File: config.mk
export PLATFORM = sky130hd
export DESIGN_NAME = linear_param_ramp_smoother_unit
export DESIGN_NICKNAME = d
export VERILOG_FILES = /design/src/hw/rtl/lprs_pkg.sv /design/src/hw/rtl/linear_param_ramp_smoother_unit.sv
export SDC_FILE = /design/constraint.sdc
export NUM_CORES = 2
export LEC_CHECK = 0
export ABC_AREA = 1
export BUFFER_PORTS_ARGS = -buffer_cell sky130_fd_sc_hd__buf_2
export CAP_MARGIN = 30
export CORE_UTILIZATION = 50
export CTS_CLUSTER_DIAMETER = 50
export DETAILED_ROUTE_END_ITERATION = 10
export PLACE_DENSITY = 0.66
export SLEW_MARGIN = 20
export SYNTH_ARGS = -nofsm -noshare
export SYNTH_HDL_FRONTEND = slang
export SYNTH_SLANG_ARGS = --single-unit
export TNS_END_PERCENT = 1
File: constraint.sdc
create_clock -name clk -period 14 [get_ports clk]
set_clock_uncertainty 0.15 [all_clocks]
set_input_delay 2.8 -clock clk [delete_from_list [all_inputs] [get_ports clk]]
set_output_delay 2.8 -clock clk [all_outputs]
set_load 0.1 [all_outputs]
File: src/hw/rtl/lprs_pkg.sv
// Shared types and constants for the linear ramp smoother.
// No dependencies; used by linear_param_ramp_smoother_unit.
`default_nettype none

package lprs_pkg;

	// Sequencer states.
	typedef enum logic [3:0] {
		ST_IDLE,
		ST_SET,
		ST_ABS,
		ST_DIV,
		ST_DIVFIN,
		ST_TICK,
		ST_MIN,
		ST_MUL,
		ST_MULFIN,
		ST_DONE
	} state_t;

	// Config register indexes.
	typedef logic [1:0] reg_idx_t;
	localparam reg_idx_t REG_CONT_MODE = 2'd0;
	localparam reg_idx_t REG_RAMP_LEN  = 2'd1;
	localparam reg_idx_t REG_TICK_DIV  = 2'd2;
	localparam reg_idx_t REG_SPT       = 2'd3;

	// Operation codes carried on s_tuser.
	localparam logic OP_SET  = 1'b0;
	localparam logic OP_TICK = 1'b1;

	localparam int SAMPLES_W = 21;   // ramp length / samples left
	localparam int DIVR_W    = 13;   // tick divider, samples per tick
	localparam int TCNT_W    = 12;   // tick counter
	localparam int BLOCK_W   = 25;   // samples_per_tick * divider
	localparam int FIELD_W   = 32;   // target / value_out
	localparam int IN_TDATA_W  = 40;
	localparam int OUT_TDATA_W = 40;
	localparam int CFG_W     = 21;

	localparam logic [DIVR_W-1:0] DIV_MAX  = 13'd4096;
	localparam int                NEAR_LSB = 6;

endpackage

`default_nettype wire

File: src/hw/rtl/linear_param_ramp_smoother_unit.sv
// Linear ramp smoother top level: sequencer, shared adder, divider and multiplier.
// Depends on lprs_pkg.
`default_nettype none

// Smooths one Q16.16 control value. An item with operation 0 sets a new target:
// a target within 6 LSB of the current target is ignored unless the force flag is
// set; forced, continuous_mode 0 or ramp_length 0 jump straight to it; otherwise
// a ramp starts with increment (target - value) / ramp_length, truncated toward
// zero. An item with operation 1 is a control tick; every tick_divider ticks the
// value moves by min(samples left, samples_per_tick * tick_divider) increments
// and snaps onto the target when the ramp ends. Every item gives one result.
// One item at a time. A set target that starts a ramp runs a restoring division,
// one quotient bit per cycle through the shared adder; one that is ignored or
// instant skips it. A tick that steps the ramp runs a shift-add multiply on the
// same adder; other ticks skip it. s_tready is high only while the sequencer is
// idle; a finished result waits in the output register and does not hold off the
// next item.
module linear_param_ramp_smoother_unit #(
	parameter int VALUE_WIDTH = 32
) (
	input  wire logic                                clk,
	input  wire logic                                arst_n,
	// input items
	input  wire logic                                s_tvalid,
	output logic                                     s_tready,
	input  wire logic [lprs_pkg::IN_TDATA_W-1:0]     s_tdata,  // [31:0] target, [32] force flag
	input  wire logic                                s_tuser,  // [0] operation
	// result items
	output logic                                     m_tvalid,
	input  wire logic                                m_tready,
	output logic [lprs_pkg::OUT_TDATA_W-1:0]         m_tdata,  // [31:0] value_out, [32] ramping,
	                                                           // [33] stepped
	// configuration writes
	input  wire logic                                cfg_we,
	input  wire lprs_pkg::reg_idx_t                  cfg_index,
	input  wire logic [lprs_pkg::CFG_W-1:0]          cfg_wdata
);

	localparam int VW    = VALUE_WIDTH;
	localparam int DW    = VW + 1;                         // difference / dividend width
	localparam int QW    = DW + 1;                         // signed quotient width
	localparam int SW    = lprs_pkg::SAMPLES_W;
	localparam int ACC_W = VW + SW + 1;                    // value + increment * steps
	localparam int CNT_W = $clog2(ACC_W + 1);
	localparam int MUL_N = SW;

	localparam logic signed [64:0] VMAX65 = (65'sd1 <<< (VW - 1)) - 65'sd1;
	localparam logic signed [64:0] VMIN65 = -VMAX65 - 65'sd1;
	localparam logic signed [QW-1:0]    QMAX   = QW'(VMAX65);
	localparam logic signed [QW-1:0]    QMIN   = QW'(VMIN65);
	localparam logic signed [ACC_W-1:0] AMAX   = ACC_W'(VMAX65);
	localparam logic signed [ACC_W-1:0] AMIN   = ACC_W'(VMIN65);
	localparam logic signed [DW-1:0]    NEAR_P = DW'(lprs_pkg::NEAR_LSB);
	localparam logic signed [DW-1:0]    NEAR_N = -NEAR_P;

	lprs_pkg::state_t state_q, state_d;

	// config registers
	logic                              cont_q;
	logic [SW-1:0]                     rlen_q;
	logic [lprs_pkg::DIVR_W-1:0]       tdiv_q;
	logic [lprs_pkg::DIVR_W-1:0]       spt_q;

	// architectural state
	logic signed [VW-1:0]              present_q;
	logic signed [VW-1:0]              goal_q;
	logic signed [VW-1:0]              inc_q;
	logic [SW-1:0]                     left_q;
	logic [lprs_pkg::TCNT_W-1:0]       tcnt_q;

	// work registers
	logic signed [VW-1:0]              tgt_q;
	logic                              force_q;
	logic signed [DW-1:0]              diff_q;
	logic                              neg_q;
	logic [DW-1:0]                     quo_q;
	logic [SW-1:0]                     rem_q;
	logic signed [ACC_W-1:0]           acc_q;
	logic [ACC_W-1:0]                  mcand_q;
	logic [SW-1:0]                     steps_q;
	logic [lprs_pkg::BLOCK_W-1:0]      block_q;
	logic [CNT_W-1:0]                  cnt_q;
	logic                              stepped_q;

	// output register
	logic                              m_valid_q;
	logic [lprs_pkg::OUT_TDATA_W-1:0]  m_data_q;

	// shared adder
	logic [ACC_W-1:0]                  add_a, add_b, add_sum;
	logic                              add_c;

	// combinational helpers
	logic signed [64:0]                t65, tgt_sat;
	logic signed [DW-1:0]              near_d;
	logic                              near, instant, out_free;
	logic [SW:0]                       rsh;
	logic                              ge;
	logic signed [QW-1:0]              qs;
	logic [lprs_pkg::DIVR_W-1:0]       div_eff, spt_eff;
	logic                              tick_wait;
	logic [SW-1:0]                     steps_d;

	assign add_sum = add_a + add_b + ACC_W'(add_c);

	// input target saturated to the value range
	assign t65     = 65'($signed(s_tdata[lprs_pkg::FIELD_W-1:0]));
	assign tgt_sat = (t65 > VMAX65) ? VMAX65 : ((t65 < VMIN65) ? VMIN65 : t65);

	assign near_d  = DW'(tgt_q) - DW'(goal_q);
	assign near    = (near_d <= NEAR_P) && (near_d >= NEAR_N) && !force_q;
	assign instant = force_q || !cont_q || (rlen_q == '0);

	// restoring divide step
	assign rsh = {rem_q, quo_q[DW-1]};
	assign ge  = !add_sum[ACC_W-1];

	assign qs = neg_q ? -$signed({1'b0, quo_q}) : $signed({1'b0, quo_q});

	always_comb begin
		div_eff = tdiv_q;
		if (tdiv_q == '0) begin
			div_eff = lprs_pkg::DIVR_W'(1);
		end else if (tdiv_q > lprs_pkg::DIV_MAX) begin
			div_eff = lprs_pkg::DIV_MAX;
		end
		spt_eff = (spt_q == '0) ? lprs_pkg::DIVR_W'(1) : spt_q;
	end

	assign tick_wait = ({1'b0, tcnt_q} + lprs_pkg::DIVR_W'(1)) < div_eff;
	assign steps_d   = (lprs_pkg::BLOCK_W'(left_q) < block_q) ? left_q : SW'(block_q);
	assign out_free  = !m_valid_q || m_tready;

	// next state
	always_comb begin
		state_d = state_q;
		unique case (state_q)
			lprs_pkg::ST_IDLE: begin
				if (s_tvalid) begin
					state_d = (s_tuser == lprs_pkg::OP_TICK) ? lprs_pkg::ST_TICK : lprs_pkg::ST_SET;
				end
			end
			lprs_pkg::ST_SET: begin
				state_d = (near || instant) ? lprs_pkg::ST_DONE : lprs_pkg::ST_ABS;
			end
			lprs_pkg::ST_ABS:    state_d = lprs_pkg::ST_DIV;
			lprs_pkg::ST_DIV: begin
				if (cnt_q == CNT_W'(DW - 1)) state_d = lprs_pkg::ST_DIVFIN;
			end
			lprs_pkg::ST_DIVFIN: state_d = lprs_pkg::ST_DONE;
			lprs_pkg::ST_TICK: begin
				state_d = (tick_wait || left_q == '0) ? lprs_pkg::ST_DONE : lprs_pkg::ST_MIN;
			end
			lprs_pkg::ST_MIN:    state_d = lprs_pkg::ST_MUL;
			lprs_pkg::ST_MUL: begin
				if (cnt_q == CNT_W'(MUL_N - 1)) state_d = lprs_pkg::ST_MULFIN;
			end
			lprs_pkg::ST_MULFIN: state_d = lprs_pkg::ST_DONE;
			lprs_pkg::ST_DONE: begin
				if (out_free) state_d = lprs_pkg::ST_IDLE;
			end
			default:             state_d = lprs_pkg::ST_IDLE;
		endcase
	end

	// outputs and adder operand select
	always_comb begin
		s_tready = (state_q == lprs_pkg::ST_IDLE);
		if (state_q == lprs_pkg::ST_DIV) begin
			add_a = ACC_W'(rsh);
			add_b = ~ACC_W'(rlen_q);
			add_c = 1'b1;
		end else begin
			add_a = acc_q;
			add_b = mcand_q;
			add_c = 1'b0;
		end
	end

	assign m_tvalid = m_valid_q;
	assign m_tdata  = m_data_q;

	// control and architectural state
	always_ff @(posedge clk or negedge arst_n) begin
		if (!arst_n) begin
			state_q   <= lprs_pkg::ST_IDLE;
			cont_q    <= 1'b1;
			rlen_q    <= '0;
			tdiv_q    <= lprs_pkg::DIVR_W'(1);
			spt_q     <= lprs_pkg::DIVR_W'(64);
			present_q <= '0;
			goal_q    <= '0;
			inc_q     <= '0;
			left_q    <= '0;
			tcnt_q    <= '0;
			m_valid_q <= 1'b0;
		end else begin
			state_q <= state_d;
			if (cfg_we) begin
				unique case (cfg_index)
					lprs_pkg::REG_CONT_MODE: cont_q <= cfg_wdata[0];
					lprs_pkg::REG_RAMP_LEN:  rlen_q <= cfg_wdata[SW-1:0];
					lprs_pkg::REG_TICK_DIV:  tdiv_q <= cfg_wdata[lprs_pkg::DIVR_W-1:0];
					lprs_pkg::REG_SPT:       spt_q  <= cfg_wdata[lprs_pkg::DIVR_W-1:0];
					default: ;
				endcase
			end
			// a new result takes the slot the old one leaves in the same cycle
			if (state_q == lprs_pkg::ST_DONE && out_free) begin
				m_valid_q <= 1'b1;
			end else if (m_tready) begin
				m_valid_q <= 1'b0;
			end
			unique case (state_q)
				lprs_pkg::ST_SET: begin
					if (!near) begin
						goal_q <= tgt_q;
						if (instant) begin
							present_q <= tgt_q;
							left_q    <= '0;
						end else begin
							left_q <= rlen_q;
						end
					end
				end
				lprs_pkg::ST_DIVFIN: begin
					if (qs > QMAX)      inc_q <= VW'(QMAX);
					else if (qs < QMIN) inc_q <= VW'(QMIN);
					else                inc_q <= VW'(qs);
				end
				lprs_pkg::ST_TICK: begin
					tcnt_q <= tick_wait ? lprs_pkg::TCNT_W'(tcnt_q + 1'b1) : '0;
				end
				lprs_pkg::ST_MIN: begin
					left_q <= left_q - steps_d;
				end
				lprs_pkg::ST_MULFIN: begin
					if (left_q == '0)      present_q <= goal_q;
					else if (acc_q > AMAX) present_q <= VW'(AMAX);
					else if (acc_q < AMIN) present_q <= VW'(AMIN);
					else                   present_q <= VW'(acc_q);
				end
				default: ;
			endcase
		end
	end

	// work and output payload registers
	always_ff @(posedge clk) begin
		unique case (state_q)
			lprs_pkg::ST_IDLE: begin
				tgt_q     <= VW'(tgt_sat);
				force_q   <= s_tdata[lprs_pkg::FIELD_W];
				stepped_q <= 1'b0;
			end
			lprs_pkg::ST_SET: begin
				diff_q <= DW'(tgt_q) - DW'(present_q);
			end
			lprs_pkg::ST_ABS: begin
				neg_q <= diff_q[DW-1];
				quo_q <= diff_q[DW-1] ? DW'(-diff_q) : DW'(diff_q);
				rem_q <= '0;
				cnt_q <= '0;
			end
			lprs_pkg::ST_DIV: begin
				rem_q <= ge ? add_sum[SW-1:0] : rsh[SW-1:0];
				quo_q <= {quo_q[DW-2:0], ge};
				cnt_q <= cnt_q + 1'b1;
			end
			lprs_pkg::ST_TICK: begin
				block_q <= lprs_pkg::BLOCK_W'(spt_eff) * lprs_pkg::BLOCK_W'(div_eff);
			end
			lprs_pkg::ST_MIN: begin
				steps_q <= steps_d;
				acc_q   <= ACC_W'(present_q);
				mcand_q <= ACC_W'(inc_q);
				cnt_q   <= '0;
			end
			lprs_pkg::ST_MUL: begin
				if (steps_q[0]) acc_q <= add_sum;
				mcand_q <= {mcand_q[ACC_W-2:0], 1'b0};
				steps_q <= {1'b0, steps_q[SW-1:1]};
				cnt_q   <= cnt_q + 1'b1;
			end
			lprs_pkg::ST_MULFIN: begin
				stepped_q <= 1'b1;
			end
			lprs_pkg::ST_DONE: begin
				if (out_free) begin
					m_data_q <= {(lprs_pkg::OUT_TDATA_W - lprs_pkg::FIELD_W - 2)'(0),
						stepped_q, (left_q != '0), lprs_pkg::FIELD_W'(present_q)};
				end
			end
			default: ;
		endcase
	end

`ifndef SYNTHESIS
	// one item at a time: an accepted item holds off the next
	a_busy_after_accept: assert property (@(posedge clk) disable iff (!arst_n)
		s_tvalid && s_tready |=> !s_tready)
		else $error("item accepted while sequencer busy");

	// division only runs with a nonzero ramp length
	a_div_nonzero: assert property (@(posedge clk) disable iff (!arst_n)
		state_q == lprs_pkg::ST_DIV |-> rlen_q != '0)
		else $error("divide by zero ramp length");

	// with no ramp active the value sits on the target
	a_settled: assert property (@(posedge clk) disable iff (!arst_n)
		state_q == lprs_pkg::ST_IDLE && left_q == '0 |-> present_q == goal_q)
		else $error("value off target with no ramp active");

	// a step that ends the ramp lands on the target value
	a_snap: assert property (@(posedge clk) disable iff (!arst_n)
		state_q == lprs_pkg::ST_MULFIN && left_q == '0 |=> present_q == goal_q)
		else $error("ramp end did not snap to target");
`endif

endmodule

`default_nettype wire

# Word level (Yosys, flattened, before mapping)

Cells that the tools add are included.

Add/subtract/negate cells: 10
Multipliers: 1
$lt $le $gt $ge: 11
Equal/unequal tests: 21
Mux-type cells: 41
Bitwise gates (word level): 2
Reduce and logical (&&, ||, !) cells: 39

Operators by type and width:

| kind                                                               | count |
|---|---|
| two-way mux 32 bit                                                 | 8 |
| one-hot mux 54 bit (2 select lines)                                | 2 |
| two-way mux 54 bit                                                 | 3 |
| one-hot mux 21 bit (2 select lines)                                | 3 |
| two-way mux 21 bit                                                 | 4 |
| one-hot mux 33 bit (2 select lines)                                | 1 |
| subtractor 32 x 32 -> 33 bit                                       | 2 |
| one-hot mux 32 bit (2 select lines)                                | 1 |
| adder 54 x 1 -> 54 bit                                             | 1 |
| adder 54 bit                                                       | 1 |
| > comparator 54 x 32 -> 1 bit, second input constant               | 1 |
| less-than comparator 54 x 32 -> 1 bit, second input constant       | 1 |
| inverter 21 -> 54 bit                                              | 1 |
| zero test 21 bit                                                   | 2 |
| two-way mux 13 bit                                                 | 3 |
| one-hot mux 4 bit (9 select lines)                                 | 1 |
| > comparator 34 x 32 -> 1 bit, second input constant               | 1 |
| less-than comparator 34 x 32 -> 1 bit, second input constant       | 1 |
| two-way mux 34 bit                                                 | 1 |
| negator 33 -> 34 bit                                               | 1 |
| greater-or-equal comparator 33 x 4 -> 1 bit, second input constant | 1 |
| <= comparator 33 x 4 -> 1 bit, second input constant               | 1 |
| two-way mux 33 bit                                                 | 1 |
| negator 33 bit                                                     | 1 |
| other kinds (38)                                                   | 82 |

Bits in registers: 498
Input bits: 69
Output and inout bits: 42
Logic and storage cells: 149

# Depth between registers and ports, before layout

Depth in word-level cells: 7
Mapped depth: 29

# Worst setup path after synthesis

OpenSTA, ideal clock, no wires.

Path kind: register to register
Start point: reg tdiv_q[0] (netlist bit)
End point: reg block_q[24] (netlist bit), data pin
Library setup time: 265 ps
Arrival time: 6344 ps
Required time: 13585 ps
Path slack: 7241 ps
Stages on the path, launching flop included: 30
Period minus slack after synthesis: 6759 ps
Cells stage by stage: dfstp_2 -> inv_1 -> nand3_1 -> nor3_1 -> nor2_1 -> inv_1 -> nand2_1 -> clkbuf_1 -> nor2_1 -> fa_1 -> inv_1 -> fa_1 -> inv_1 -> fa_1 -> fa_1 -> inv_1 -> fa_1 -> inv_1 -> ha_1 -> inv_1 -> o21ai_0 -> a21oi_1 -> nand2_1 -> a21boi_0 -> o21ai_0 -> a21boi_0 -> o21ai_0 -> a21boi_0 -> o21ai_0 -> xor2_1

Cells in the longest elaborated chain, start to end: 4
Elaborated cells between the ends (all ways): 5
Classes of those cells: mul: 1; order compare: 1; mux: 2; reduce/logical: 1

RTL lines:

| item                             | RTL line                               | text |
|---|---|---|
| start: declaration               | linear_param_ramp_smoother_unit.sv:61  | `logic [lprs_pkg::DIVR_W-1:0] tdiv_q;` |
| start signal: assignment         | linear_param_ramp_smoother_unit.sv:189 | `tdiv_q <= lprs_pkg::DIVR_W'(1);` |
| start signal: assignment         | linear_param_ramp_smoother_unit.sv:203 | `lprs_pkg::REG_TICK_DIV: tdiv_q <= cfg_wdata[lprs_pkg::DIVR_W-1:0];` |
| > comparator 13 bit              | linear_param_ramp_smoother_unit.sv:124 | `end else if (tdiv_q > lprs_pkg::DIV_MAX) begin` |
| two-way mux 13 bit               | linear_param_ramp_smoother_unit.sv:124 |  |
| two-way mux 13 bit (*)           | linear_param_ramp_smoother_unit.sv:122 | `if (tdiv_q == '0) begin` |
| multiplier 13 x 13 -> 25 bit (*) | linear_param_ramp_smoother_unit.sv:271 | `block_q <= lprs_pkg::BLOCK_W'(spt_eff) * lprs_pkg::BLOCK_W'(div_eff);` |
| end signal: assignment           | linear_param_ramp_smoother_unit.sv:271 |  |
| end: declaration                 | linear_param_ramp_smoother_unit.sv:81  | `logic [lprs_pkg::BLOCK_W-1:0] block_q;` |

Every way passes the cells marked *; elsewhere a longest branch is shown, timed or not.
A chain may end at the register's enable or synchronous reset.

# Worst setup path in the final report

Start point: reg tdiv_q[12] (netlist bit)
End point: reg block_q[24] (netlist bit), data pin

The elaborated chain is that of the path after synthesis.

==> impl_metrics.json <==
{
  "outcome": "completed",
  "synth_fa_ha_area_share_pct": 14.6,
  "synthMuxAreaShare_pct": 0.120,
  "hold_path.class": "flip-flop to flip-flop",
  "hold-path-cell-count": 0,
  "cts.hold.buffers_added": 0,
  "final_max_slew_viol_count": 0,
  "cts_setup_buffers": 0,
  "clk_pin_slew_worst_paths_ns": 0.06,
  "power_w": 0.0102,
  "synth_edf_count": 316,
  "port_buffers": 97,
  "antenna_found_initial": 1,
  "critPathSlowestCell": "dfrtp_1",
  "grt_pass1_wl_mm": 167,
  "hold_viol": 0,
  "critPathLaunchType": "flip-flop",
  "overflow": 0,
  "max_slew.worst_pin.slew_ns": 0.860,
  "async_reset_ff_share_pct": 36.5,
  "htree_levels": 3,
  "fillerInstances": 7043,
  "crit_arrival_ns": 8.45,
  "grt_usage_pct": 27.6,
  "dpl_worst_slack_ns": 5.77,
  "drive_gt1_share_pct": 6.24,
  "drc": 0,
  "cp_common_cell": "inv_1",
  "dieArea_um2": 76500,
  "initial_core_util_pct": 50.6,
  "ir_worst_vdd_mv": 0.160,
  "area_growth_pct": 10.2,
  "post_cts_resized": 0,
  "synthTopCellsByArea": "edfxtp_1, dfrtp_1, nand2_1",
  "die_x_um": 277,
  "root_buffer": "clkbuf_16",
  "yosys.cell_count.top_type": "nand2_1",
  "grt_max_degree": 86,
  "firstDrtPassIters": 5,
  "place_inst": 5798,
  "synth-seq-cells": 498,
  "grt_setup_unrepaired": "false",
  "synthXorXnorAreaFrac_pct": 4.21,
  "syn_inst": 4876,
  "routedWlPerCell_um": 17.6,
  "rows": 100,
  "dp_hpwl_mm": 80.6,
  "die_y_um": 277,
  "fmax_mhz": 121,
  "synth_cell_types": 58,
  "yosysTopAreaCell": "edfxtp_1",
  "finalSetupTns_ns": 0,
  "crit_path_max_fanout": 15,
  "core_area_um2": 74400,
  "cts_buffers": 73,
  "cap_violations": 0,
  "synth_area_um2": 37700,
  "cts_tree": "done",
  "synth_compound_area_share_pct": 12.5,
  "min_period_ns": 8.25,
  "wl_mm": 104,
  "layout_setup_ws_ns": 5.75,
  "ios": 111,
  "r2r_cells": 26,
  "insertion_delay_ns": 0.63,
  "setup_viol": 0,
  "p_leak_nw": 19.9,
  "synth.top_cell.area_share_pct": 25.2,
  "yosys_most_used_dff": "edfxtp_1",
  "yosysSeqAreaShare_pct": 37.3,
  "setup.worst_path.end_class": "flip-flop",
  "vias": 31900,
  "slew_headroom_pct": 42.6,
  "critPathRequiredTime_ns": 14.20,
  "synth_top_family_by_area": "simple AND/OR/NAND/NOR gates",
  "vias_per_cell": 5.37,
  "critical_path_class": "flip-flop to flip-flop",
  "postRouteAntennaNets": 0,
  "max_stage_delay_ns": 0.63,
  "finalCoreUtilization_pct": 55.8,
  "fin_crit_sh_pct": 58.9,
  "clock_sinks": 498,
  "nNetsFinal": 5341,
  "final_cells": 5937,
  "netlist_top_cells_count": "nand2_1, inv_1, nor2_1",
  "yosys.area_share.simple_pct": 21.3,
  "yosys_warnings": 0,
  "syn_area_per_cell_um2": 7.73,
  "clk_path_buf_depth": 3,
  "drt_iter0_markers": 2738,
  "gp_congestion": 0.946,
  "power_density_nw_per_um2": 245,
  "first_global_vias": 30300
}
state kept, by name (all words and copies together), names as in the netlist, 21 cells and up:
name       cells
acc_q         54
block_q       25
diff_q        33
goal_q        32
inc_q         32
left_q        21
m_tdata       34
mcand_q       54
present_q     32
quo_q         33
rem_q         21
rlen_q        21
steps_q       21
tgt_q         32
layout make-up:
type / instances / area [um2] / share of cell area (%)
Multi-Input combinational cell: 3418 / 20000 / 48.2
Sequential cell: 498 / 14000 / 33.8
Inverter: 783 / 2940 / 7.08
Clock buffer: 87 / 1970 / 4.75
Tap cell: 969 / 1210 / 2.92
Timing Repair Buffer: 132 / 810 / 1.95
Clock inverter: 49 / 533 / 1.28
Antenna cell: 1 / 2.50 / 0.00603
power breakdown:
| group | internal [W] | total [W] | switching, W |
|---|---|---|---|
| Combinational | 0.00186 | 0.00572 | 0.00386 |
| Clock | 0.00112 | 0.00186 | 0.000740 |
| Sequential | 0.00221 | 0.00260 | 0.000396 |
| Total | 0.00519 | 0.0102 | 0.00499 |
layer usage:
metal | vias to the layer above | wire length [um] | GRT usage [%]
met3 | 149 | 6650 | 3.82
li1 | 15800 | - | -
met5 | - | 0 | 0
met2 | 922 | 45600 | 42.2
met1 | 15000 | 49400 | 40.7
met4 | 0 | 2600 | 7.61
critical path, delay by kind of cell (launching register included):
| family | cells | cell delay [ns] |
|---|---|---|
| AOI/OAI and AO/OA | 8 | 1.99 |
| xor gates and xnor gates | 1 | 0.15 |
| adders and majority gates | 6 | 2.88 |
| buffers and inverters | 7 | 0.75 |
| DFF | 1 | 0.63 |
| and+or+nand+nor | 4 | 1.40 |
cells by family (layout without fill, tap and decap cells):
| logic type | Yosys count | in the layout |
|---|---|---|
| and+or+nand+nor | 1985 | 1985 |
| buffers and inverters | 965 | 1051 |
| AOI/OAI and AO/OA | 876 | 876 |
| DFF | 498 | 498 |
| adders and majority gates | 366 | 366 |
| xor gates and xnor gates | 181 | 181 |
| muxes | 4 | 4 |
| other | 1 | 7 |
placed cells by master (no fill, tap or decap), drive strengths merged, types with 34 or more instances in the layout:
| cell | instances |
|---|---|
| inv | 788 |
| xnor2 | 68 |
| a21oi | 306 |
| nand4 | 43 |
| dfrtp | 179 |
| buf | 130 |
| nand3 | 166 |
| nand2 | 1200 |
| nor2 | 475 |
| edfxtp | 316 |
| nor3 | 52 |
| clkbuf | 89 |
| o21ai | 430 |
| xor2 | 113 |
| clkinv | 34 |
| fa | 125 |
| ha | 241 |
through the flow:
step	cell area, um2	hold WS, ns
after floorplan	37700	0.250
after global placement	38900	0.315
after detailed placement	39000	0.292
after CTS	41500	0.333
after global routing	41500	0.346
final	41500	0.331
final timing paths:
kind	start	endpoint	slack, ns
hold reg to reg	stepped_q$_DFFE_PP_	m_tdata[33]$_DFFE_PP_	0.33
max in group asynchronous	arst_n	left_q[15]$_DFFE_PN0P_	9.62
setup / recovery	tdiv_q[12]$_DFFE_PN0P_	block_q[24]$_DFFE_PN_	5.75
min in group asynchronous	arst_n	goal_q[19]$_DFFE_PN0P_	2.02
hold / removal	stepped_q$_DFFE_PP_	m_tdata[33]$_DFFE_PP_	0.33
setup reg to reg	tdiv_q[12]$_DFFE_PN0P_	block_q[24]$_DFFE_PN_	5.75
Power figures use the tool's default switching activity.
